### src/dsv_pkg.sv
// ----------------------------------------------------------------------------
// dsv_pkg
// Shared types and constants of the YYYY/MM/DD date string checker.
// ----------------------------------------------------------------------------
package dsv_pkg;

    localparam int unsigned CHAR_W   = 8;
    localparam int unsigned POS_W    = 4;
    localparam int unsigned YEAR_W   = 14;
    localparam int unsigned FIELD_W  = 7;

    localparam logic [POS_W-1:0]   DATE_LEN       = 4'd10;
    localparam logic [POS_W-1:0]   POS_SEP_YEAR   = 4'd4;
    localparam logic [POS_W-1:0]   POS_SEP_MONTH  = 4'd7;
    localparam logic [POS_W-1:0]   POS_CENT_LAST  = 4'd1;
    localparam logic [POS_W-1:0]   POS_YEAR_LAST  = 4'd3;
    localparam logic [POS_W-1:0]   POS_MONTH_LAST = 4'd6;

    localparam logic [CHAR_W-1:0]  SEP_CHAR       = 8'h2F;
    localparam logic [CHAR_W-1:0]  DIGIT_ZERO     = 8'h30;
    localparam logic [CHAR_W-1:0]  DIGIT_NINE     = 8'h39;

    localparam logic [YEAR_W-1:0]  MIN_YEAR_RESET = 14'd1850;

    localparam logic [FIELD_W-1:0] MONTH_FEB      = 7'd2;
    localparam logic [FIELD_W-1:0] MONTH_APR      = 7'd4;
    localparam logic [FIELD_W-1:0] MONTH_JUN      = 7'd6;
    localparam logic [FIELD_W-1:0] MONTH_SEP      = 7'd9;
    localparam logic [FIELD_W-1:0] MONTH_NOV      = 7'd11;
    localparam logic [FIELD_W-1:0] MONTH_MAX      = 7'd12;

    localparam logic [FIELD_W-1:0] DAYS_LONG      = 7'd31;
    localparam logic [FIELD_W-1:0] DAYS_SHORT     = 7'd30;
    localparam logic [FIELD_W-1:0] DAYS_FEB_LEAP  = 7'd29;
    localparam logic [FIELD_W-1:0] DAYS_FEB       = 7'd28;

    // Year kept whole for the minimum compare, and as its two digit pairs
    // for the leap-year rule.
    typedef struct packed {
        logic [YEAR_W-1:0]  year;
        logic [FIELD_W-1:0] cent;
        logic [FIELD_W-1:0] yrlo;
        logic [FIELD_W-1:0] month;
        logic [FIELD_W-1:0] day;
        logic [POS_W-1:0]   pos;
        logic               err;
    } t_date;

endpackage

### src/date_string_validator.sv
// ----------------------------------------------------------------------------
// date_string_validator
// Checks a YYYY/MM/DD date string arriving one character per beat.
// ----------------------------------------------------------------------------
// Slave channel: one character per beat in i_s_tdata, i_s_tlast on the final
// character of the string. Master channel: one beat per string, bit 0 of
// o_m_tdata is 1 when the string is a valid date later than the configured
// minimum year. Config channel: i_cfg_data holds the exclusive minimum year;
// o_cfg_ready is always high, write only while no string is in flight.
// Throughput: one character per cycle, save the stall below. Each beat passes an input
// register, then the position/field update and the verdict logic, then the
// result register: the verdict is registered there as the final character
// leaves the input register.
// A stalled master holds the result register; the input register keeps
// taking characters that do not end a string, and a final character waits
// there, with o_s_tready low, until the result register is free.
// Reset: minimum year returns to 1850, position and fields clear, both
// registers empty. After each verdict the field state clears for the next
// string; the minimum year is kept.
// ----------------------------------------------------------------------------
module date_string_validator
    import dsv_pkg::*;
(
    input  logic              i_clk,
    input  logic              i_rst_n,
    input  logic              i_s_tvalid,
    output logic              o_s_tready,
    input  logic [7:0]        i_s_tdata,   // [7:0] char_code
    input  logic              i_s_tlast,   // is_last
    output logic              o_m_tvalid,
    input  logic              i_m_tready,
    output logic [7:0]        o_m_tdata,   // [0] date_valid, [7:1] zero
    input  logic              i_cfg_valid,
    output logic              o_cfg_ready,
    input  logic [YEAR_W-1:0] i_cfg_data   // [13:0] min_year_exclusive
);

    logic [YEAR_W-1:0] r_min_year;
    logic              r_in_valid;
    logic [CHAR_W-1:0] r_in_char;
    logic              r_in_last;
    t_date             r_date;
    t_date             n_date;
    logic              r_out_valid;
    logic              r_out_data;

    logic              out_free;
    logic              advance;
    logic              is_digit;
    logic [3:0]        digit;
    logic              verdict;

    assign o_cfg_ready = 1'b1;
    assign out_free    = !r_out_valid || i_m_tready;
    assign advance     = r_in_valid && (!r_in_last || out_free);
    assign o_s_tready  = !r_in_valid || advance;
    assign o_m_tvalid  = r_out_valid;
    assign o_m_tdata   = {7'd0, r_out_data};

    always_comb begin
        is_digit = (r_in_char >= DIGIT_ZERO) && (r_in_char <= DIGIT_NINE);
        digit    = is_digit ? 4'(r_in_char - DIGIT_ZERO) : 4'd0;
        n_date   = r_date;
        if (r_date.pos >= DATE_LEN) begin
            n_date.err = 1'b1;
        end else begin
            if ((r_date.pos == POS_SEP_YEAR) || (r_date.pos == POS_SEP_MONTH)) begin
                if (r_in_char != SEP_CHAR) begin
                    n_date.err = 1'b1;
                end
            end else if (!is_digit) begin
                n_date.err = 1'b1;
            end else if (r_date.pos <= POS_YEAR_LAST) begin
                n_date.year = YEAR_W'(r_date.year * YEAR_W'(10) + YEAR_W'(digit));
                if (r_date.pos <= POS_CENT_LAST) begin
                    n_date.cent = FIELD_W'(r_date.cent * FIELD_W'(10) + FIELD_W'(digit));
                end else begin
                    n_date.yrlo = FIELD_W'(r_date.yrlo * FIELD_W'(10) + FIELD_W'(digit));
                end
            end else if (r_date.pos <= POS_MONTH_LAST) begin
                n_date.month = FIELD_W'(r_date.month * FIELD_W'(10) + FIELD_W'(digit));
            end else begin
                n_date.day = FIELD_W'(r_date.day * FIELD_W'(10) + FIELD_W'(digit));
            end
            n_date.pos = r_date.pos + 4'd1;
        end
    end

    dsv_check u_check (
        .i_date     (n_date),
        .i_min_year (r_min_year),
        .o_valid    (verdict)
    );

    always_ff @(posedge i_clk) begin
        if (!i_rst_n) begin
            r_min_year <= MIN_YEAR_RESET;
        end else if (i_cfg_valid) begin
            r_min_year <= i_cfg_data;
        end
    end

    always_ff @(posedge i_clk) begin
        if (!i_rst_n) begin
            r_in_valid <= 1'b0;
        end else if (o_s_tready) begin
            r_in_valid <= i_s_tvalid;
        end
    end

    always_ff @(posedge i_clk) begin
        if (o_s_tready && i_s_tvalid) begin
            r_in_char <= i_s_tdata;
            r_in_last <= i_s_tlast;
        end
    end

    always_ff @(posedge i_clk) begin
        if (!i_rst_n) begin
            r_date <= '0;
        end else if (advance) begin
            if (r_in_last) begin
                r_date <= '0;
            end else begin
                r_date <= n_date;
            end
        end
    end

    always_ff @(posedge i_clk) begin
        if (!i_rst_n) begin
            r_out_valid <= 1'b0;
        end else if (out_free) begin
            r_out_valid <= advance && r_in_last;
        end
    end

    always_ff @(posedge i_clk) begin
        if (out_free && advance && r_in_last) begin
            r_out_data <= verdict;
        end
    end

endmodule

### src/dsv_check.sv
// ----------------------------------------------------------------------------
// dsv_check
// Final verdict on a collected date: length, syntax, year floor, month range
// and day range with the Gregorian leap-year rule.
// ----------------------------------------------------------------------------
module dsv_check
    import dsv_pkg::*;
(
    input  t_date             i_date,
    input  logic [YEAR_W-1:0] i_min_year,
    output logic              o_valid
);

    logic               leap;
    logic [FIELD_W-1:0] day_limit;

    always_comb begin
        leap = ((i_date.yrlo == '0) && (i_date.cent[1:0] == 2'd0)) ||
               ((i_date.yrlo != '0) && (i_date.yrlo[1:0] == 2'd0));

        if (i_date.month == MONTH_FEB) begin
            day_limit = leap ? DAYS_FEB_LEAP : DAYS_FEB;
        end else if ((i_date.month == MONTH_APR) || (i_date.month == MONTH_JUN) ||
                     (i_date.month == MONTH_SEP) || (i_date.month == MONTH_NOV)) begin
            day_limit = DAYS_SHORT;
        end else begin
            day_limit = DAYS_LONG;
        end

        o_valid = !i_date.err && (i_date.pos == DATE_LEN) &&
                  (i_date.year > i_min_year) &&
                  (i_date.month != '0) && (i_date.month <= MONTH_MAX) &&
                  (i_date.day != '0) && (i_date.day <= day_limit);
    end

endmodule

### config.mk
export PLATFORM = sky130hd
export DESIGN_NAME = date_string_validator
export DESIGN_NICKNAME = d
export VERILOG_FILES = /design/src/dsv_pkg.sv /design/src/date_string_validator.sv /design/src/dsv_check.sv
export SDC_FILE = /design/constraint.sdc
export NUM_CORES = 1
export LEC_CHECK = 0
export ABC_AREA = 1
export BUFFER_PORTS_ARGS = -buffer_cell sky130_fd_sc_hd__buf_2
export CORE_UTILIZATION = 64
export CTS_BUF_LIST = sky130_fd_sc_hd__clkbuf_8
export DETAILED_ROUTE_END_ITERATION = 16
export PLACE_DENSITY = 0.84
export SLEW_MARGIN = 5
export SYNTH_ARGS = -nofsm -noshare
export SYNTH_HDL_FRONTEND = slang
export SYNTH_SLANG_ARGS = --single-unit
### constraint.sdc
create_clock -name i_clk -period 4.3 [get_ports i_clk]
set_input_delay 1.075 -clock i_clk [delete_from_list [all_inputs] [get_ports i_clk]]
set_output_delay 1.075 -clock i_clk [all_outputs]
set_load 0.02 [all_outputs]
==> flow_summary.ini, run 1 <==
[clock_network]
clk_pin_slew_worst_paths_ns = 0.08
cts_max_level = 3
numClockSinks = 68
clk_latency_ns = 0.35
cts_tree = done
cts_buffers = 9
clockBufferDepth = 2
cts_setup_buffers = 0
cts_root_buf = clkbuf_8

[route]
drtIter0Drc = 403
vias_per_cell = 5.56
wire_per_inst_um = 13.4
totalWireLength_um = 13500
final_antenna_net_count = 0
first_pass_iters = 5
drc = 0
vias = 5584

[flow_run]
drv_cap = 0

[floorplan]
die_x_um = 96.3
initial_core_util_pct = 65.6
die_area_mm2 = 0.00927
rows = 34
ios = 39
coreArea_mm2 = 0.00868
die_y_um = 96.3

[synthesis]
synth_cells = 868
synth_flop_cell = dfxtp_1
synth_area_mm2 = 0.00569
async_flop_share_pct = 0
yosys_warnings = 0
yosysSeqAreaShare_pct = 25.7
ys_seq_elements = 68
yosysUniqueCellTypes = 41
synth_edf_count = 10
syn_area_per_cell_um2 = 6.55

[sta]
tightest_slew_ns = 0.845
worst_slack_ns = 0.358
hold_ws_ns = 0.469
hold_viol_final = 0
timing.final.crit_share_pct = 91.7
min_period_ns = 3.94
slew_viol_final = 0
slew_headroom_pct = 43.6
clock.fmax_mhz = 254
setup_viol = 0
setup_tns_ns = 0
clock_skew_ns = 0.0147

[cells_and_area]
design_area_mm2 = 0.00613
finalNonFillerCells = 1004
antenna_cells = 0
drive_gt1_share_pct = 10.5
fillers = 710
num-nets-final = 985
syn2layout_area_growth_pct = 7.72
utilization_pct = 70.6

[placed_design]
post_dp_cell_area_mm2 = 0.00589
gp_congestion = 0.941
dp.cells = 988
preCtsSetupSlack_ns = 0.148
hpwlAfterDp_um = 10400
numPortBuffers = 30

[critical_path]
cp-end-kind = flop
critPathKind = flop to flop
setup.worst_path.start_class = flop
cp_slowest_stage_delay_ns = 0.40
required_ns = 4.52
crit_path_frequent_cell = inv_1
critPathSlowestCell = fa_1
cp_max_fo = 5
crit_arrival_ns = 4.16

[global_routing]
overflow = 0
grt_max_degree = 42
grt_pass1_vias = 5073
grt_pass1_wl_um = 22300
globalRouteTotalUtil_pct = 31.0
antenna_found_initial = 0

[pwr]
leakagePower_nw = 3.03
total_power_mw = 1.38
ir_worst_vdd_uv = 297
power_density_mw_per_mm2 = 226

[status]
status = complete, no violations

[min_path]
hp-class = flop to flop
[registers in the layout, summed over array words and instances (netlist names)]
signal / cells
r_min_year: 14
r_in_char: 8
r_in_valid: 1
r_in_last: 1
o_m_tvalid: 1
r_out_data: 1
r_date: 42
[where the power goes]
| group | internal [mW] | switching (mW) |
|---|---|---|
| registers | 0.661 | 0.00987 |
| clock network | 0.329 | 0.272 |
| logic | 0.0339 | 0.0779 |
[cell usage in the layout (no fill, tap or decap), drive strengths merged, types with 5 or more instances in the layout]
| cell | count |
|---|---|
| a21oi | 66 |
| buf | 34 |
| clkbuf | 9 |
| conb | 8 |
| dfxtp | 58 |
| edfxtp | 10 |
| ha | 62 |
| inv | 133 |
| nand2 | 257 |
| nand3 | 68 |
| nand4 | 22 |
| nor2 | 57 |
| nor3 | 7 |
| o21ai | 44 |
| or2 | 16 |
| xnor2 | 11 |
| xor2 | 5 |
[path summary, 6_finish.rpt]
path / slack [ns] / to / start / cells past startpoint
setup / recovery: 0.36 / r_out_data / r_date[34] / 25
hold / removal: 0.47 / r_date[27] / r_date[27] / 2
setup reg to reg: 0.36 / r_out_data / r_date[34] / 25
hold reg to reg: 0.47 / r_date[27] / r_date[27] / 2
[cell families (layout without fill, tap and decap cells)]
| logic type | Yosys count | in the layout | share of synthesized area [%] |
|---|---|---|---|
| flops | 68 | 68 | 25.7 |
| xor+xnor | 16 | 16 | 2.46 |
| mux | 2 | 2 | 0.352 |
| other cells | 2 | 8 | 0.132 |
| fa+ha+maj | 66 | 66 | 15.0 |
| buf+inv | 161 | 183 | 11.3 |
| compound gates | 125 | 125 | 12.2 |
| simple gates | 428 | 428 | 32.8 |
[layer usage]
metal  global-route usage, %  part of all wire [%]  vias to the layer above
li1                        -                     -                     2826
met4                    10.3                   1.9                        0
met3                    4.98                   6.4                       29
met1                    40.6                    45                     2533
met5                       0                     0                        -
met2                    51.9                    47                      196
[Yosys cell counts, types with 6 or more instances]
cell type,count,share of area (%)
buf_4,9,1.2
nand2_2,6,0.66
nor2_1,54,3.6
nand4_1,21,2.3
nor3_1,6,0.53
nand2_1,251,17
edfxtp_1,10,5.3
dfxtp_1,58,20
nand3_1,64,5.6
inv_1,130,8.6
clkbuf_1,15,0.99
xnor2_1,11,1.7
or2_2,13,1.4
a21oi_1,66,5.8
ha_1,62,14
o21ai_0,33,2.9
[final cells by class]
cell class / instances / area [um^2] / share of cell area, %
clock buffers: 9 / 124 / 2.02
clock inverters: 7 / 98.8 / 1.61
inverters: 133 / 500 / 8.17
multi-input cells: 645 / 3630 / 59.2
flip-flops and latches: 68 / 1460 / 23.8
well taps: 108 / 135 / 2.20
repair buffers: 34 / 180 / 2.94
[critical path: cells and delay by family, from the launching register on]
kind            cells  cell delay [ns]
fa+ha+maj           4             1.24
xor+xnor            1             0.22
buf+inv             5             0.39
flops               1             0.36
compound gates      2             0.17
simple gates       13             1.41
[timing repair]
action	4_1_cts	5_1_grt
resized for setup	0	6
endpoints found under the setup margin	0	1
hold buffers	0	0
No activity file was read; power rests on OpenSTA's default activity.
==> inputs of run 2 (changes only) <==
- CELL_PAD_IN_SITES_DETAIL_PLACEMENT: unset -> 1
- CELL_PAD_IN_SITES_GLOBAL_PLACEMENT: unset -> 2
- CORE_UTILIZATION: 64 -> 35
- MAX_ROUTING_LAYER: unset -> met4
- PLACE_DENSITY: 0.84 -> unset
- PLACE_DENSITY_LB_ADDON: unset -> 0.1
- SYNTH_HIERARCHICAL: unset -> 1
==> run 2 against run 1 <==
  * Final area up 2.2%
  * Hold slack got worse by 0.0067 ns
  * Largest power group unchanged
  * Utilization is 31 points lower
  * Largest cell class unchanged
  * Highest routed layer unchanged
==> flow_summary.ini, run 2 <==
[flow_run]
drv_cap = 0

[critical_path]
setup.worst_path.start_class = flop
critPathKind = flop to flop
endpoint = r_out_data
cp-startpoint = r_in_char[2]
r2r_slack_ns = 0.47
cp-end-kind = flop
crit_arrival_ns = 3.96
cp_max_fo = 6
required_ns = 4.43
r2r-end = r_out_data
r2r_cells = 22
worstReg2RegStart = r_in_char[2]

[route]
drtIter0Drc = 237
totalWireLength_um = 15900
vias_per_cell = 4.81
final_antenna_net_count = 0
drc = 0
wire_per_inst_um = 14.1
first_pass_iters = 5
vias = 5416

[cells_and_area]
largest_reg_flops = 42
finalNonFillerCells = 1125
top_regs = r_date (42), r_min_year (14), r_in_char (8)
drive_gt1_share_pct = 10.3
mostFrequentLayoutCells = nand2_1 (283), inv_1 (126), nor2_1 (67)
antenna_cells = 0
layout_commonest_cell = nand2_1
fillers = 2141
multiInputGateArea_mm2 = 0.00367
num-nets-final = 1001
top_register = r_date
syn2layout_area_growth_pct = 8.56
seqCellArea_mm2 = 0.00146

[clock_network]
cts_setup_buffers = 0
cts_buffers = 9
post_cts_resized = 0
clockBufferDepth = 2
cts_tree = done
cts_hold_buffers = 0
cts_max_level = 3
clk_latency_ns = 0.37
cts_root_buf = clkbuf_8
numClockSinks = 68
clk_pin_slew_worst_paths_ns = 0.08

[synthesis]
syn_area_per_cell_um2 = 6.54
synth_area_mm2 = 0.00577
synth_cells = 882
yosys_warnings = 6

[sta]
min_period_ns = 3.83
clock.fmax_mhz = 261
setup_tns_ns = 0
tightest_slew_ns = 1.23
slew_headroom_pct = 18.1
clock_skew_ns = 0.0141
setup_viol = 0
rsz0062_at_grt = false
hold_viol_final = 0
timing.final.crit_share_pct = 89.1
slew_viol_final = 0

[pwr]
seq_power_share_pct = 52.3
clockPowerShare_pct = 39.0
ir_worst_vdd_uv = 149
leakagePower_nw = 3.07
power_density_mw_per_mm2 = 205
power.internal_mw = 0.931
switching_share_pct = 27.5
power.switching_mw = 0.353
pwr-share-comb_pct = 8.7

[floorplan]
ios = 39
die_y_um = 130
coreArea_mm2 = 0.0160
die_x_um = 130
initial_core_util_pct = 36.1
die_area_mm2 = 0.0170
rows = 46

[placed_design]
dp.cells = 1109
hpwlAfterDp_um = 12400
gp_congestion = 0.818
numPortBuffers = 30

[global_routing]
grt_max_degree = 43
grt_pass1_vias = 5434
overflow = 0
globalRouteTotalUtil_pct = 21.1
antenna_found_initial = 0
grt_pass1_wl_um = 26900

[min_path]
hp-class = flop to flop
min_path_cells = 2

[status]
status = complete, no violations
==> run 2: how the worst min path moves through the flow <==
stage	startpoint	endpoint	slack, ns
4_1_cts	r_min_year[10]	r_min_year[10]	0.47
5_1_grt	r_date[11]	r_date[11]	0.49
3_5_place_dp	r_min_year[10]	r_min_year[10]	0.45
2_1_floorplan	r_min_year[10]	r_min_year[10]	0.43
3_3_place_gp	r_min_year[1]	r_min_year[1]	0.45
6_report	r_min_year[8]	r_min_year[8]	0.46
==> run 2: per-layer routing <==
layer  vias up  part of all wire [%]  GRT usage (%)
met5         -                     0              -
met4         0                   1.3           6.15
met3        12                   1.6           2.20
met2        48                    43           31.9
met1      2528                    54           29.6
li1       2828                     -              -
==> run 2: power groups by stage <==
| stage | Sequential, mW | Clock, mW | Combinational [mW] |
|---|---|---|---|
| after floorplan | 0.685 | 0 | 0.0817 |
| final | 0.672 | 0.500 | 0.112 |
| after global placement | 0.686 | 0 | 0.110 |
| after detailed placement | 0.687 | 0 | 0.114 |
| after CTS | 0.673 | 0.524 | 0.115 |
| after global routing | 0.674 | 0.548 | 0.129 |
==> run 2: through the flow <==
stage / util, % / area [um^2] / hold slack (ns) / setup WS, ns / power, mW
after global routing: 39.2 / 6260 / 0.494 / 0.0732 / 1.35
after floorplan: - / 5790 / 0.429 / 1.09 / 0.766
after detailed placement: 38.0 / 6090 / 0.449 / 0.449 / 0.801
after global placement: 38.0 / 6090 / 0.446 / 0.509 / 0.797
after CTS: 39.2 / 6260 / 0.469 / 0.404 / 1.31
final: 39.2 / 6260 / 0.462 / 0.470 / 1.28
==> run 2: area by class of cell <==
cell class,instances,share of cell area [%]
multi-input combinational,657,58.6
timing repair buffer,34,2.88
inverter,134,8.03
sequential,68,23.3
clock buffer,11,2.42
tap,216,4.31
clock inverter,5,0.439
==> run 2: critical path, stage by stage (launching register included) <==
cell and delay [ns]:
edfxtp_1 0.53, o21ai_4 0.28, nand2_4 0.12, nor2_1 0.31
buf_4 0.21, ha_1 0.22, ha_1 0.16, inv_1 0.03
nand2_1 0.11, nand3_1 0.12, nand2_2 0.14, nand2_1 0.08
xor2_1 0.17, a21boi_0 0.26, ha_1 0.30, nand2_1 0.09
inv_2 0.03, nand2_2 0.07, nor2_1 0.04, nor2_1 0.13
nand2_1 0.07, inv_1 0.10, nor2_2 0.04
==> inputs of run 3 (changes only) <==
- ABC_AREA: 1 -> unset
- CORE_UTILIZATION: 35 -> 39
==> run 3 against run 2 <==
  * Synthesized cell count down 33%
  * Worst setup slack got worse by 0.34 ns
  * Clock power up 36%
  * Synthesized area fell by 9.9%
  * Register-to-register slack lost 0.34 ns
  * Sequential power is essentially flat
  * Critical path depth fell by 7
==> flow_summary.ini, run 3 <==
[status]
status = complete, no violations

[cells_and_area]
mostFrequentLayoutCells = nand2_1 (65), ha_1 (65), dfxtp_1 (57)
antenna_cells = 0
top_regs = r_date (42), r_min_year (14), r_in_char (8)
fillers = 1526
syn2layout_area_growth_pct = 13.7
largest_reg_flops = 42
num-nets-final = 723
top_register = r_date
utilization_pct = 46.1
seqCellArea_mm2 = 0.00146
multiInputGateArea_mm2 = 0.00353
drive_gt1_share_pct = 17.9

[global_routing]
antenna_found_initial = 0
grt_max_degree = 37
grt_pass1_vias = 4462
grt_pass1_wl_um = 22800
globalRouteTotalUtil_pct = 21.5
overflow = 0

[sta]
min_period_ns = 4.17
clock.fmax_mhz = 240
timing.final.crit_share_pct = 96.9
clock_skew_ns = 0.00819
setup_tns_ns = 0
setup_viol = 0
tightest_slew_ns = 0.885
hold_viol_final = 0
slew_headroom_pct = 40.7
slew_viol_final = 0

[route]
totalWireLength_um = 13800
vias_per_cell = 5.34
first_pass_iters = 4
final_antenna_net_count = 0
wire_per_inst_um = 17.2
drc = 0
vias = 4285
drtIter0Drc = 165

[floorplan]
die_x_um = 117
die_area_mm2 = 0.0138
rows = 41
coreArea_mm2 = 0.0128
die_y_um = 117
ios = 39
initial_core_util_pct = 40.6

[clock_network]
clk_latency_ns = 0.36
cts_buffers = 9
clk_pin_slew_worst_paths_ns = 0.08
cts_tree = done
cts_hold_buffers = 0
cts_max_level = 3
cts_root_buf = clkbuf_8
numClockSinks = 68
clockBufferDepth = 2

[min_path]
hp-class = flop to flop

[synthesis]
yosys_warnings = 6
syn_area_per_cell_um2 = 8.80
synth_cells = 591
synth_area_mm2 = 0.00520

[critical_path]
crit_arrival_ns = 4.36
critPathKind = flop to flop
cp_max_fo = 4
required_ns = 4.50
cp-end-kind = flop
setup.worst_path.start_class = flop

[pwr]
total_power_mw = 1.46
power_density_mw_per_mm2 = 246
ir_worst_vdd_uv = 216
leakagePower_nw = 2.60

[placed_design]
hpwlAfterDp_um = 10400
numPortBuffers = 30
gp_congestion = 0.834

[flow_run]
drv_cap = 0
==> run 3: stage by stage <==
step                      instances  area (um^2)  hold slack, ns  setup slack [ns]
after floorplan                 597         5220           0.425             0.373
after global placement          782         5540           0.436             0.133
after detailed placement        782         5540           0.470            0.0318
after CTS                       798         5790           0.489            0.0419
after global routing            803         5910           0.505            -0.103
final                           803         5910           0.480             0.135
==> run 3: timing repair <==
item	CTS	global route
pin swaps	0	4
setup endpoints to repair	1	1
setup buffers	0	5
gates resized for setup	1	16
==> run 3: area by class of cell <==
cell class                      count  area share (%)
Clock inverter                      6            1.88
Tap cell                          172            3.64
Multi-Input combinational cell    459            59.7
Inverter                           35            2.22
Sequential cell                    68            24.7
Clock buffer                       10            2.33
Timing Repair Buffer               53            5.52
==> run 3: critical path, stage by stage, from the launching register on <==
cell and delay, ns:
dfxtp_2 0.35, ha_1 0.29, ha_1 0.24, fa_1 0.42, a21oi_2 0.22, o21bai_1 0.11
xor2_1 0.23, o311ai_2 0.20, or4b_1 0.55, xor2_2 0.23, o21ai_0 0.12, ha_1 0.30
nand4_1 0.16, nor3_1 0.24, nor2_1 0.09, a221oi_2 0.26
==> run 3: final timing paths <==
kind | start | endpoint | slack, ns | cells after the start
setup / recovery | r_date[36] | r_out_data | 0.13 | 15
hold / removal | r_date[25] | r_date[25] | 0.48 | 2
setup reg to reg | r_date[36] | r_out_data | 0.13 | 15
hold reg to reg | r_date[25] | r_date[25] | 0.48 | 2
==> run 3: where the power goes <==
group | switching [mW] | total, mW | internal, mW | leakage, nW
sequential | 0.0132 | 0.673 | 0.660 | 0.568
clock | 0.278 | 0.679 | 0.401 | 0.122
combinational | 0.0678 | 0.105 | 0.0371 | 1.91
total | 0.359 | 1.46 | 1.10 | 2.60
==> run 3: layer usage <==
layer	vias to the layer above	wire length, um	track usage (%)	share of wire [%]
met4	0	163	6.89	1.2
met3	14	401	3.10	2.9
met1	2055	7330	30.4	53
met2	62	5910	31.4	43
met5	-	0	-	0
li1	2154	-	-	-
